### config.mk
export PLATFORM = sky130hd
export DESIGN_NAME = solar_charger_protection_supervisor
export DESIGN_NICKNAME = d
export VERILOG_FILES = /design/src/scps_pkg.sv /design/src/solar_charger_protection_supervisor.sv
export SDC_FILE = /design/constraint.sdc
export NUM_CORES = 1
export LEC_CHECK = 0
export BUFFER_PORTS_ARGS = -buffer_cell sky130_fd_sc_hd__clkbuf_2
export CAP_MARGIN = 25
export CELL_PAD_IN_SITES_DETAIL_PLACEMENT = 2
export CELL_PAD_IN_SITES_GLOBAL_PLACEMENT = 2
export CORE_UTILIZATION = 40
export DETAILED_ROUTE_END_ITERATION = 8
export GPL_TIMING_DRIVEN = 0
export MAX_ROUTING_LAYER = met4
export PLACE_DENSITY = 0.9
export SLEW_MARGIN = 20
export SYNTH_ARGS = -nofsm -noshare
export SYNTH_HDL_FRONTEND = slang
export SYNTH_SLANG_ARGS = --single-unit
### constraint.sdc
create_clock -name clk_i -period 5.9 [get_ports clk_i]
set_clock_uncertainty 0.1 [all_clocks]
set_input_delay 0.885 -clock clk_i [delete_from_list [all_inputs] [get_ports clk_i]]
set_output_delay 0.885 -clock clk_i [all_outputs]
set_load 0.01 [all_outputs]
### src/scps_pkg.sv
package scps_pkg;

  localparam int unsigned MeasW  = 16;
  localparam int unsigned LimitW = 16;
  localparam int unsigned CountW = 8;
  localparam int unsigned ClockW = 32;
  localparam int unsigned CfgIdxW = 3;
  localparam int unsigned CfgDataW = 16;
  localparam int unsigned NumFlags = 5;

  typedef enum logic [1:0] {
    ModeInit = 2'd0,
    ModeRun  = 2'd1,
    ModeErr  = 2'd2,
    ModeHalt = 2'd3
  } mode_e;

  typedef enum logic [CfgIdxW-1:0] {
    CfgPanelVoltMax = 3'd0,
    CfgPanelVoltMin = 3'd1,
    CfgPanelCurrMax = 3'd2,
    CfgBattVoltMax  = 3'd3,
    CfgUpdatePeriod = 3'd4,
    CfgErrorLimit   = 3'd5
  } cfg_idx_e;

  // bit positions in the fault flag word
  localparam int unsigned FlPanelOver  = 0;
  localparam int unsigned FlPanelUnder = 1;
  localparam int unsigned FlOverCurr   = 2;
  localparam int unsigned FlBattOver   = 3;
  localparam int unsigned FlBattOverHw = 4;

  typedef logic [NumFlags-1:0] flags_t;

  localparam logic [LimitW-1:0] PanelVoltMaxRst = 16'd65535;
  localparam logic [LimitW-1:0] PanelVoltMinRst = 16'd0;
  localparam logic [LimitW-1:0] PanelCurrMaxRst = 16'd65535;
  localparam logic [LimitW-1:0] BattVoltMaxRst  = 16'd65535;
  localparam logic [LimitW-1:0] UpdatePeriodRst = 16'd500;
  localparam logic [CountW-1:0] ErrorLimitRst   = 8'd5;

endpackage

### src/solar_charger_protection_supervisor.sv
// Channel | Direction | Handshake               | Payload
// in      | sink      | in_valid_i / in_stall_o | tick, sample flag, 3 samples, hw event
// out     | source    | out_valid_o / out_stall_i | mode, 5 flags, drive, pulses, errors
// cfg     | sink      | cfg_we_i                | cfg_idx_i, cfg_wdata_i
//
// One item per cycle sustained while the output is not stalled; each result passes
// from the input register to the result register.
// Item work between them: compares, a 32-bit add and subtract, an 8-bit saturating increment.
// Reset (rst_ni low, asynchronous) clears mode, flags, counters, drive and LED state and both
// valid bits and returns the limits to their defaults; result data registers are not reset.
// An output stall holds the result; an empty input register takes one more item, then stalls.
module solar_charger_protection_supervisor #(
  parameter int unsigned TICK_MS = 10
) (
  input  logic                                clk_i,
  input  logic                                rst_ni,

  input  logic                                in_valid_i,
  output logic                                in_stall_o,
  input  logic                                tick_pulse_i,
  input  logic                                sample_ready_i,
  input  logic [scps_pkg::MeasW-1:0]          panel_current_i,
  input  logic [scps_pkg::MeasW-1:0]          panel_voltage_i,
  input  logic [scps_pkg::MeasW-1:0]          battery_voltage_i,
  input  logic                                hw_overvolt_event_i,

  output logic                                out_valid_o,
  input  logic                                out_stall_i,
  output logic [1:0]                          mode_o,
  output logic                                flag_panel_over_o,
  output logic                                flag_panel_under_o,
  output logic                                flag_overcurrent_o,
  output logic                                flag_batt_over_o,
  output logic                                flag_batt_over_hw_o,
  output logic                                driver_enable_o,
  output logic                                led_on_o,
  output logic                                duty_update_o,
  output logic                                duty_reset_o,
  output logic [scps_pkg::CountW-1:0]         error_total_o,

  input  logic                                cfg_we_i,
  input  logic [scps_pkg::CfgIdxW-1:0]        cfg_idx_i,
  input  logic [scps_pkg::CfgDataW-1:0]       cfg_wdata_i
);

  localparam logic [scps_pkg::ClockW-1:0] TickStep = scps_pkg::ClockW'(TICK_MS);

  // configuration
  logic [scps_pkg::LimitW-1:0] pv_max_q, pv_min_q, pc_max_q, bv_max_q, period_q;
  logic [scps_pkg::CountW-1:0] err_limit_q;

  // input register
  logic                        in_valid_q;
  logic                        tick_q, sample_q, hw_evt_q;
  logic [scps_pkg::MeasW-1:0]  cur_in_q, pv_in_q, bv_in_q;

  // supervisor state
  scps_pkg::mode_e             mode_q, mode_d;
  scps_pkg::flags_t            flags_q, flags_d;
  logic [scps_pkg::MeasW-1:0]  cur_q, cur_d, pv_q, pv_d, bv_q, bv_d;
  logic [scps_pkg::ClockW-1:0] elapsed_q, elapsed_d, last_upd_q, last_upd_d;
  logic [scps_pkg::CountW-1:0] err_cnt_q, err_cnt_d;
  logic                        drv_q, drv_d, led_q, led_d;
  logic                        upd_d, rst_d;

  // result register
  logic                        out_valid_q;
  scps_pkg::mode_e             res_mode_q;
  scps_pkg::flags_t            res_flags_q;
  logic                        res_drv_q, res_led_q, res_upd_q, res_rst_q;
  logic [scps_pkg::CountW-1:0] res_err_q;

  logic out_free;
  logic advance;
  logic in_xfer;

  assign out_free   = !out_valid_q || !out_stall_i;
  assign advance    = in_valid_q && out_free;
  assign in_stall_o = in_valid_q && !out_free;
  assign in_xfer    = in_valid_i && !in_stall_o;

  function automatic scps_pkg::flags_t check_limits(
    input scps_pkg::flags_t            f_in,
    input logic [scps_pkg::MeasW-1:0]  cur,
    input logic [scps_pkg::MeasW-1:0]  pv,
    input logic [scps_pkg::MeasW-1:0]  bv,
    input logic [scps_pkg::LimitW-1:0] pv_max,
    input logic [scps_pkg::LimitW-1:0] pv_min,
    input logic [scps_pkg::LimitW-1:0] pc_max,
    input logic [scps_pkg::LimitW-1:0] bv_max
  );
    scps_pkg::flags_t f;
    f = '0;
    f[scps_pkg::FlBattOver]   = f_in[scps_pkg::FlBattOver];
    f[scps_pkg::FlBattOverHw] = f_in[scps_pkg::FlBattOverHw];
    if (pv >= pv_max) begin
      f[scps_pkg::FlPanelOver] = 1'b1;
    end else if (pv <= pv_min) begin
      f[scps_pkg::FlPanelUnder] = 1'b1;
    end
    if (cur >= pc_max) begin
      f[scps_pkg::FlOverCurr] = 1'b1;
    end
    // the software battery flag sticks while the hardware latch is set
    if (bv >= bv_max) begin
      f[scps_pkg::FlBattOver] = 1'b1;
    end else if (!f[scps_pkg::FlBattOverHw]) begin
      f[scps_pkg::FlBattOver] = 1'b0;
    end
    return f;
  endfunction

  always_comb begin
    logic [scps_pkg::ClockW-1:0] since_upd;
    logic [scps_pkg::CountW-1:0] cnt_inc;
    mode_d     = mode_q;
    flags_d    = flags_q;
    cur_d      = cur_q;
    pv_d       = pv_q;
    bv_d       = bv_q;
    elapsed_d  = elapsed_q;
    last_upd_d = last_upd_q;
    err_cnt_d  = err_cnt_q;
    drv_d      = drv_q;
    led_d      = led_q;
    upd_d      = 1'b0;
    rst_d      = 1'b0;
    since_upd  = '0;
    cnt_inc    = (&err_cnt_q) ? err_cnt_q : err_cnt_q + 1'b1;

    // latch the comparator event on every item; an error retry back to init clears it again
    if (hw_evt_q) begin
      flags_d[scps_pkg::FlBattOverHw] = 1'b1;
    end

    if (tick_q) begin
      elapsed_d = elapsed_q + TickStep;
      since_upd = elapsed_d - last_upd_q;
      if (sample_q) begin
        cur_d = cur_in_q;
        pv_d  = pv_in_q;
        bv_d  = bv_in_q;
      end
      unique case (mode_q)
        scps_pkg::ModeInit: begin
          led_d   = 1'b1;
          flags_d = check_limits(flags_d, cur_d, pv_d, bv_d,
                                 pv_max_q, pv_min_q, pc_max_q, bv_max_q);
          if (flags_d == '0) begin
            drv_d  = 1'b1;
            mode_d = scps_pkg::ModeRun;
          end else begin
            mode_d = scps_pkg::ModeErr;
          end
        end
        scps_pkg::ModeRun: begin
          if (sample_q) begin
            flags_d = check_limits(flags_d, cur_d, pv_d, bv_d,
                                   pv_max_q, pv_min_q, pc_max_q, bv_max_q);
          end
          if (flags_d != '0) begin
            mode_d = scps_pkg::ModeErr;
          end else if (since_upd >= scps_pkg::ClockW'(period_q)) begin
            last_upd_d = elapsed_d;
            upd_d      = 1'b1;
          end
        end
        scps_pkg::ModeErr: begin
          rst_d     = 1'b1;
          drv_d     = 1'b0;
          led_d     = 1'b0;
          err_cnt_d = cnt_inc;
          if (cnt_inc >= err_limit_q) begin
            mode_d = scps_pkg::ModeHalt;
          end else begin
            flags_d[scps_pkg::FlBattOverHw] = 1'b0;
            mode_d = scps_pkg::ModeInit;
          end
        end
        scps_pkg::ModeHalt: begin
        end
        default: begin
        end
      endcase
    end
  end

  always_ff @(posedge clk_i or negedge rst_ni) begin
    if (!rst_ni) begin
      pv_max_q    <= scps_pkg::PanelVoltMaxRst;
      pv_min_q    <= scps_pkg::PanelVoltMinRst;
      pc_max_q    <= scps_pkg::PanelCurrMaxRst;
      bv_max_q    <= scps_pkg::BattVoltMaxRst;
      period_q    <= scps_pkg::UpdatePeriodRst;
      err_limit_q <= scps_pkg::ErrorLimitRst;
    end else if (cfg_we_i) begin
      unique case (cfg_idx_i)
        scps_pkg::CfgPanelVoltMax: pv_max_q    <= cfg_wdata_i;
        scps_pkg::CfgPanelVoltMin: pv_min_q    <= cfg_wdata_i;
        scps_pkg::CfgPanelCurrMax: pc_max_q    <= cfg_wdata_i;
        scps_pkg::CfgBattVoltMax:  bv_max_q    <= cfg_wdata_i;
        scps_pkg::CfgUpdatePeriod: period_q    <= cfg_wdata_i;
        scps_pkg::CfgErrorLimit:   err_limit_q <= cfg_wdata_i[scps_pkg::CountW-1:0];
        default: begin
        end
      endcase
    end
  end

  always_ff @(posedge clk_i or negedge rst_ni) begin
    if (!rst_ni) begin
      in_valid_q <= 1'b0;
    end else if (in_xfer) begin
      in_valid_q <= 1'b1;
    end else if (advance) begin
      in_valid_q <= 1'b0;
    end
  end

  always_ff @(posedge clk_i) begin
    if (in_xfer) begin
      tick_q   <= tick_pulse_i;
      sample_q <= sample_ready_i;
      hw_evt_q <= hw_overvolt_event_i;
      cur_in_q <= panel_current_i;
      pv_in_q  <= panel_voltage_i;
      bv_in_q  <= battery_voltage_i;
    end
  end

  always_ff @(posedge clk_i or negedge rst_ni) begin
    if (!rst_ni) begin
      mode_q     <= scps_pkg::ModeInit;
      flags_q    <= '0;
      cur_q      <= '0;
      pv_q       <= '0;
      bv_q       <= '0;
      elapsed_q  <= '0;
      last_upd_q <= '0;
      err_cnt_q  <= '0;
      drv_q      <= 1'b0;
      led_q      <= 1'b0;
    end else if (advance) begin
      mode_q     <= mode_d;
      flags_q    <= flags_d;
      cur_q      <= cur_d;
      pv_q       <= pv_d;
      bv_q       <= bv_d;
      elapsed_q  <= elapsed_d;
      last_upd_q <= last_upd_d;
      err_cnt_q  <= err_cnt_d;
      drv_q      <= drv_d;
      led_q      <= led_d;
    end
  end

  always_ff @(posedge clk_i or negedge rst_ni) begin
    if (!rst_ni) begin
      out_valid_q <= 1'b0;
    end else if (out_free) begin
      out_valid_q <= advance;
    end
  end

  always_ff @(posedge clk_i) begin
    if (advance) begin
      res_mode_q  <= mode_d;
      res_flags_q <= flags_d;
      res_drv_q   <= drv_d;
      res_led_q   <= led_d;
      res_upd_q   <= upd_d;
      res_rst_q   <= rst_d;
      res_err_q   <= err_cnt_d;
    end
  end

  assign out_valid_o         = out_valid_q;
  assign mode_o              = res_mode_q;
  assign flag_panel_over_o   = res_flags_q[scps_pkg::FlPanelOver];
  assign flag_panel_under_o  = res_flags_q[scps_pkg::FlPanelUnder];
  assign flag_overcurrent_o  = res_flags_q[scps_pkg::FlOverCurr];
  assign flag_batt_over_o    = res_flags_q[scps_pkg::FlBattOver];
  assign flag_batt_over_hw_o = res_flags_q[scps_pkg::FlBattOverHw];
  assign driver_enable_o     = res_drv_q;
  assign led_on_o            = res_led_q;
  assign duty_update_o       = res_upd_q;
  assign duty_reset_o        = res_rst_q;
  assign error_total_o       = res_err_q;

endmodule

After elaboration in Yosys (flattened, before gate mapping):

Cells that the tools add are included.

* add/subtract/negate cells: 3
* order comparisons: 6
* eq/ne operators: 7
* mux-type cells: 45
* bitwise gates (word level): 3
* reductions and logical operators: 23

Operators with widths (number)
* $mux W16: 6
* $ge A16 B16 Y1: 3
* $add A32 B4 Y32 const B: 1
* $ge A32 B16 Y1: 1
* $sub A32 B32 Y32: 1
* $mux W8: 3
* $mux W1: 23
* $le A16 B16 Y1: 1
* $mux W5: 3
* $reduce_and A2 Y1: 7
* $add A8 B1 Y8 const B: 1
* $ge A8 B8 Y1: 1
* $mux W2: 4
* $pmux W4 S2: 1
* $reduce_and A8 Y1: 1
* $eq A3 B2 Y1 const B: 2
* $eq A3 B3 Y1 const B: 2
* $pmux W1 S2: 3
* $pmux W2 S3: 1
* $logic_not A5 Y1: 1
* $reduce_and A5 Y1: 1
* $reduce_bool A5 Y1: 1
* $logic_not A1 Y1: 4
* $mux W4: 1
* 10 further kinds: 14

* register bits: 289
* input bits: 75
* word-level logic and storage cells: 118

Longest topological paths before layout:

* depth after elaboration: 12
* depth in mapped cells: 24

Least setup slack after synthesis:

Ideal clock, no wire load.

* path kind: reg-to-reg
* from: register elapsed_q[1] in the netlist's numbering
* to: register last_upd_q[10] in the netlist's numbering
* data arrival time: 4.657 ns
* data required time: 5.675 ns
* slack: 1.018 ns
* stages on the path, launching flop included: 25
* buffers on the path: 1
* path through: dfrtp_1 > ha_1 > nor2_1 > nor3_1 > nand2_1 > xnor2_1 > ha_1 > and2_1 > a221o_1 > a21oi_1 > nor2_1 > nor2_1 > xnor2_1 > ha_1 > a21o_1 > a21oi_1 > o21ai_0 > a211oi_1 > o311ai_1 > a211oi_1 > and4_1 > nand4_1 > nand4b_4 > buf_12 > mux2_4

* cells in the longest elaborated chain, start to end: 4

Ends and longest elaborated chain
* from (decl): line solar_charger_protection_supervisor.sv:61 `logic [scps_pkg::ClockW-1:0] elapsed_q, elapsed_d, last_upd_q, last_upd_d;`
* from (signal assigned): line solar_charger_protection_supervisor.sv:249 `elapsed_q <= elapsed_d;`
* $add A32 B4 Y32 *: line solar_charger_protection_supervisor.sv:137 `elapsed_d = elapsed_q + TickStep;`
* $sub A32 B32 Y32: line solar_charger_protection_supervisor.sv:138 `since_upd = elapsed_d - last_upd_q;`
* $ge A32 B16 Y1: line solar_charger_protection_supervisor.sv:163 `end else if (since_upd >= scps_pkg::ClockW'(period_q)) begin`
* $reduce_and A5 Y1 (no line)
* to (signal assigned): line solar_charger_protection_supervisor.sv:250 `last_upd_q <= last_upd_d;`
* to (decl): line solar_charger_protection_supervisor.sv:61

Mark *: on every way between the ends. The rest lies on a longest branch, timed or not.
A chain may end at the register's enable or synchronous reset.

Worst setup path in the final report:

Same ends and word-level chain as after synthesis.

==> results <==
- The first global-routing pass estimated 113.5 mm of wire.
- The share of final-layout standard cells stronger than drive strength 1 is 23.00%.
- Leaving out fill and tap cells, the most frequent cells in the layout are sky130_fd_sc_hd__nand2_1 (291), sky130_fd_sc_hd__dfrtp_1 (155), sky130_fd_sc_hd__inv_1 (128), sky130_fd_sc_hd__ha_1 (114), sky130_fd_sc_hd__clkbuf_2 (95).
- The largest net degree at the start of global routing is 62.
- In the synthesized netlist the async set-or-reset flop fraction comes to 75.61%.
- After technology mapping, the gate count stands at 1,574.
- In this run the clock root is driven by a sky130_fd_sc_hd__clkbuf_16.
- Data on the critical path is required at its endpoint by about 6.2 ns.
- Summed over all cells, the static leakage comes to 8.905 nW.
- The biggest area contributor in the post-synthesis netlist is sky130_fd_sc_hd__dfrtp_1.
- The final hold violation count is 0.
- The worst hold-check slack is 0.2065 ns.
- In the routed design, unresolved DRC markers number 0.
- The number of pins with negative max-slew slack in the final report is 0.
- After synthesis, the netlist uses 75 different library cells.
- The run finished, with violations left.
- The worst setup path is of the flip-flop to flip-flop kind.
- The count of non-filler cells in the finished layout is 2,281.
- Along the worst path, the maximum fanout reaches 10.
- The final reports fail on setup timing.
- Pin placement for this block handled 96 I/O pins.
- The kind of start point of the critical path is a flip-flop.
- Port buffering added 95 buffers.
- The worst setup path is captured at a flip-flop.
- Clock latency on the worst-skew pair, taken at its later pin, is roughly 0.56 ns.
- The total number of yosys warnings is 0.
- The data arrival time of the critical path is 6.32 ns.
- The synthesized design contains 70 enable-type register cells.
- The min-delay analysis places its worst path in the category input port to asynchronous set/reset pin.
- The detail route stage leaves a number of antenna-violating nets equal to 0.
- The tree built by TritonCTS fans out to 287 sinks.
- Buffers inserted to repair hold after CTS numbered 0.
- The slew at the pin closest to its max-slew limit is between 1 and 1.5 ns.
- Summed over all nets, the half-perimeter wirelength after detailed placement is 42.17 mm.
- The commonest non-fill, non-tap cell in the layout is sky130_fd_sc_hd__nand2_1.
- The area of the mapped netlist is 16,080 um2.
- The power per standard cell area is 516.9 nW/um2.
- Using the TritonRoute via totals, the vias-per-cell ratio works out to roughly 6.4.
- The detailed router finished its first iteration with 1,297 violations.
- The height of the die is 202.5 um.
- The relative max-transition margin is between 10% and 20%.
- The placed cell count is ~2,200.
- The global placer's final weighted congestion is about 0.87.
- Global routing finished with a remaining overflow of 0.
- Subtracting the final worst setup slack from the clock period gives around 6.0 ns.
- Setup violations remaining at the end of the flow were counted as 29.
- After synthesis, the mean cell area works out to around 10 um2.
- The maximum clock frequency is 0.1666 GHz.
- Setup slack on the critical path of the routed design comes to -0.1032 ns.
- CTS built an H-tree with a depth of 2.
- The number of clock buffers inserted by TritonCTS is 34.
- The setup slack at placement is -0.9513 ns.
- Sequential elements use 47.27% of the synthesized area.
- The die covers 41,010 um2.
- The setup TNS is -2.231 ns.
- For this configuration, the core starts out at a cell density of 40.48%.
- In the final design database the tool counted 1,918 nets.
- From synthesis to final layout, the design area changed by 16.82%.
- The number of antenna violations at the first check in global routing is 7.
- Counting flops and latches in the post-synthesis netlist gives roughly 290.
- The number of buffers on the longest clock path is 3.
- Global routing used a little under 40% of the available tracks.
- The initialized floorplan defines 73 standard-cell rows.
- For this block, the via count after detailed routing is 14,690.
- The fraction of the cycle the final worst path needs is 101.7%.
- For this block, the routed nets add up to approximately 82 mm of wire.
- The number of global-route vias before repair is 16,480.
- Clock-pin slew was measured on the worst setup and hold paths at about 0.080 ns.
- The CTS tree is done.
- The floorplan step set the die width to around 200 um.
- The net count after synthesis is roughly 1,800.
- The average wire per standard cell is 36.14 um.
- The peak ir drop on the vdd network is 0.0003141 V.
- The number of violations of the max-capacitance limit is 0.
- Among all flip-flop cells after synthesis, the most frequent one is sky130_fd_sc_hd__dfrtp_1.
- For this run, the share of the core covered by cells in the final layout is ~47%.
- After synthesis, the cell types taking the most area are sky130_fd_sc_hd__dfrtp_1 (25%), sky130_fd_sc_hd__edfxtp_1 (13%), sky130_fd_sc_hd__ha_1 (9.3%), sky130_fd_sc_hd__dfstp_2 (9.1%), sky130_fd_sc_hd__nand2_1 (6.8%).
- The area share of the leading cell type in the synthesized netlist is 25.05%.
- The area of the core is roughly 40,000 um2.
- The length of the first detailed-routing pass in iterations is 5.
==> critical path, cell delays in order (launching register included) <==
cell	delay (ns)
sky130_fd_sc_hd__dfrtp_2	0.47
sky130_fd_sc_hd__ha_4	0.21
sky130_fd_sc_hd__nor2_1	0.10
sky130_fd_sc_hd__nor3_4	0.31
sky130_fd_sc_hd__buf_4	0.20
sky130_fd_sc_hd__nand2_1	0.07
sky130_fd_sc_hd__xnor2_1	0.25
sky130_fd_sc_hd__ha_2	0.40
sky130_fd_sc_hd__and3_4	0.20
sky130_fd_sc_hd__and2_1	0.23
sky130_fd_sc_hd__a311oi_4	0.45
sky130_fd_sc_hd__xnor2_1	0.18
sky130_fd_sc_hd__ha_1	0.22
sky130_fd_sc_hd__a21o_1	0.24
sky130_fd_sc_hd__a21oi_2	0.25
sky130_fd_sc_hd__o21ai_2	0.17
sky130_fd_sc_hd__a211oi_2	0.23
sky130_fd_sc_hd__o311ai_1	0.14
sky130_fd_sc_hd__a211oi_1	0.21
sky130_fd_sc_hd__and4_1	0.25
sky130_fd_sc_hd__nand4_1	0.09
sky130_fd_sc_hd__buf_4	0.18
sky130_fd_sc_hd__nand4b_4	0.16
sky130_fd_sc_hd__buf_12	0.19
sky130_fd_sc_hd__mux2_4	0.31
==> per-layer routing <==
layer,GRT usage [%],up-vias,part of all wire (%)
met4,28.28,0,9.4
met1,40.65,7404,36
met2,64.79,1064,47
li1,-,5701,-
met5,-,-,0
met3,8.780,522,7.9
==> per-stage QoR <==
step           instance area, um2  power, mW
2_1_floorplan               16080      4.832
3_3_place_gp                17220      5.552
3_5_place_dp                17320      5.972
4_1_cts                     18590      8.714
5_1_grt                     18790      9.791
6_report                    18790      9.711
==> area by class of cell <==
cell class	count	area, um2
fill	4014	20940
clock inverter	22	264.0
multi-input combinational	1103	7913
buffer	56	277.8
antenna	8	20.02
sequential	287	7610
inverter	128	480.5
timing repair buffer	113	686.9
tap	525	656.9
clock buffer	39	879.6
==> repair_timing <==
item                                    4_1_cts  5_1_grt
endpoints found under the setup margin       32       32
gates resized for setup                      19       34
pin swaps                                     3        2
buffers inserted                              7        6
==> state kept, by name, summed over array words and instances (netlist names), 2 cells and up <==
signal and count:
mode_o 2, cur_q 16, pc_max_q 16, mode_q 2, err_cnt_q 8, flags_q 5, bv_max_q 16, elapsed_q 31
pv_in_q 16, err_limit_q 8, cur_in_q 16, pv_max_q 16, last_upd_q 31, res_flags_q 5, error_total_o 8, pv_q 16
bv_in_q 16, period_q 16, bv_q 16, pv_min_q 16
==> logic make-up (layout without fill, tap and decap cells) <==
kind of cell,Yosys count,count (layout),share of synthesized area [%]
AOI/OAI and AO/OA,257,257,10.32
xor gates and xnor gates,96,96,5.228
adders and majority gates,120,120,9.382
buffers and inverters,184,358,4.668
DFF,287,287,47.27
muxes,118,118,8.845
other,0,8,0
and+or+nand+nor,512,512,14.28
==> report_power, final <==
group | switching (mW) | total (mW) | internal, mW | leakage [nW]
Sequential | 0.338 | 2.79 | 2.45 | 3.33
Clock | 1.05 | 2.36 | 1.31 | 0.565
Combinational | 2.96 | 4.56 | 1.60 | 5.01
Total | 4.35 | 9.71 | 5.36 | 8.90
==> cells in the mapped netlist, types with 5 or more instances <==
cell	n
sky130_fd_sc_hd__nor2b_1	12
sky130_fd_sc_hd__edfxtp_1	70
sky130_fd_sc_hd__mux2i_1	9
sky130_fd_sc_hd__and2_1	11
sky130_fd_sc_hd__mux2_4	28
sky130_fd_sc_hd__buf_2	9
sky130_fd_sc_hd__o2111ai_1	5
sky130_fd_sc_hd__xor2_1	35
sky130_fd_sc_hd__nor3_1	16
sky130_fd_sc_hd__clkbuf_1	35
sky130_fd_sc_hd__and3_1	10
sky130_fd_sc_hd__nand2b_1	16
sky130_fd_sc_hd__dfrtp_1	161
sky130_fd_sc_hd__nand2_1	293
sky130_fd_sc_hd__a21o_1	36
sky130_fd_sc_hd__nand3_1	28
sky130_fd_sc_hd__buf_1	9
sky130_fd_sc_hd__ha_1	119
sky130_fd_sc_hd__nand4_1	27
sky130_fd_sc_hd__mux2_2	80
sky130_fd_sc_hd__a21oi_1	58
sky130_fd_sc_hd__o21a_1	9
sky130_fd_sc_hd__nor2_1	72
sky130_fd_sc_hd__o21ai_0	86
sky130_fd_sc_hd__xnor2_1	61
sky130_fd_sc_hd__inv_1	128
sky130_fd_sc_hd__a211oi_1	6
sky130_fd_sc_hd__o211ai_1	6
sky130_fd_sc_hd__dfstp_2	56
==> worst paths after layout <==
check / startpoint / slack [ns] / to / cells after the start
worst min register to register: pv_q[14] / 0.37 / pv_q[14] / 2
worst max register to register: elapsed_q[1] / -0.10 / last_upd_q[10] / 24
min in group clk_i: pv_q[14] / 0.37 / pv_q[14] / 2
worst max-delay path: elapsed_q[1] / -0.10 / last_upd_q[10] / 24
worst min-delay path: rst_ni / 0.21 / cur_q[10] / 1
max in group asynchronous: rst_ni / 4.42 / period_q[6] / 3
Note: power is estimated with default switching activity, not from simulation.
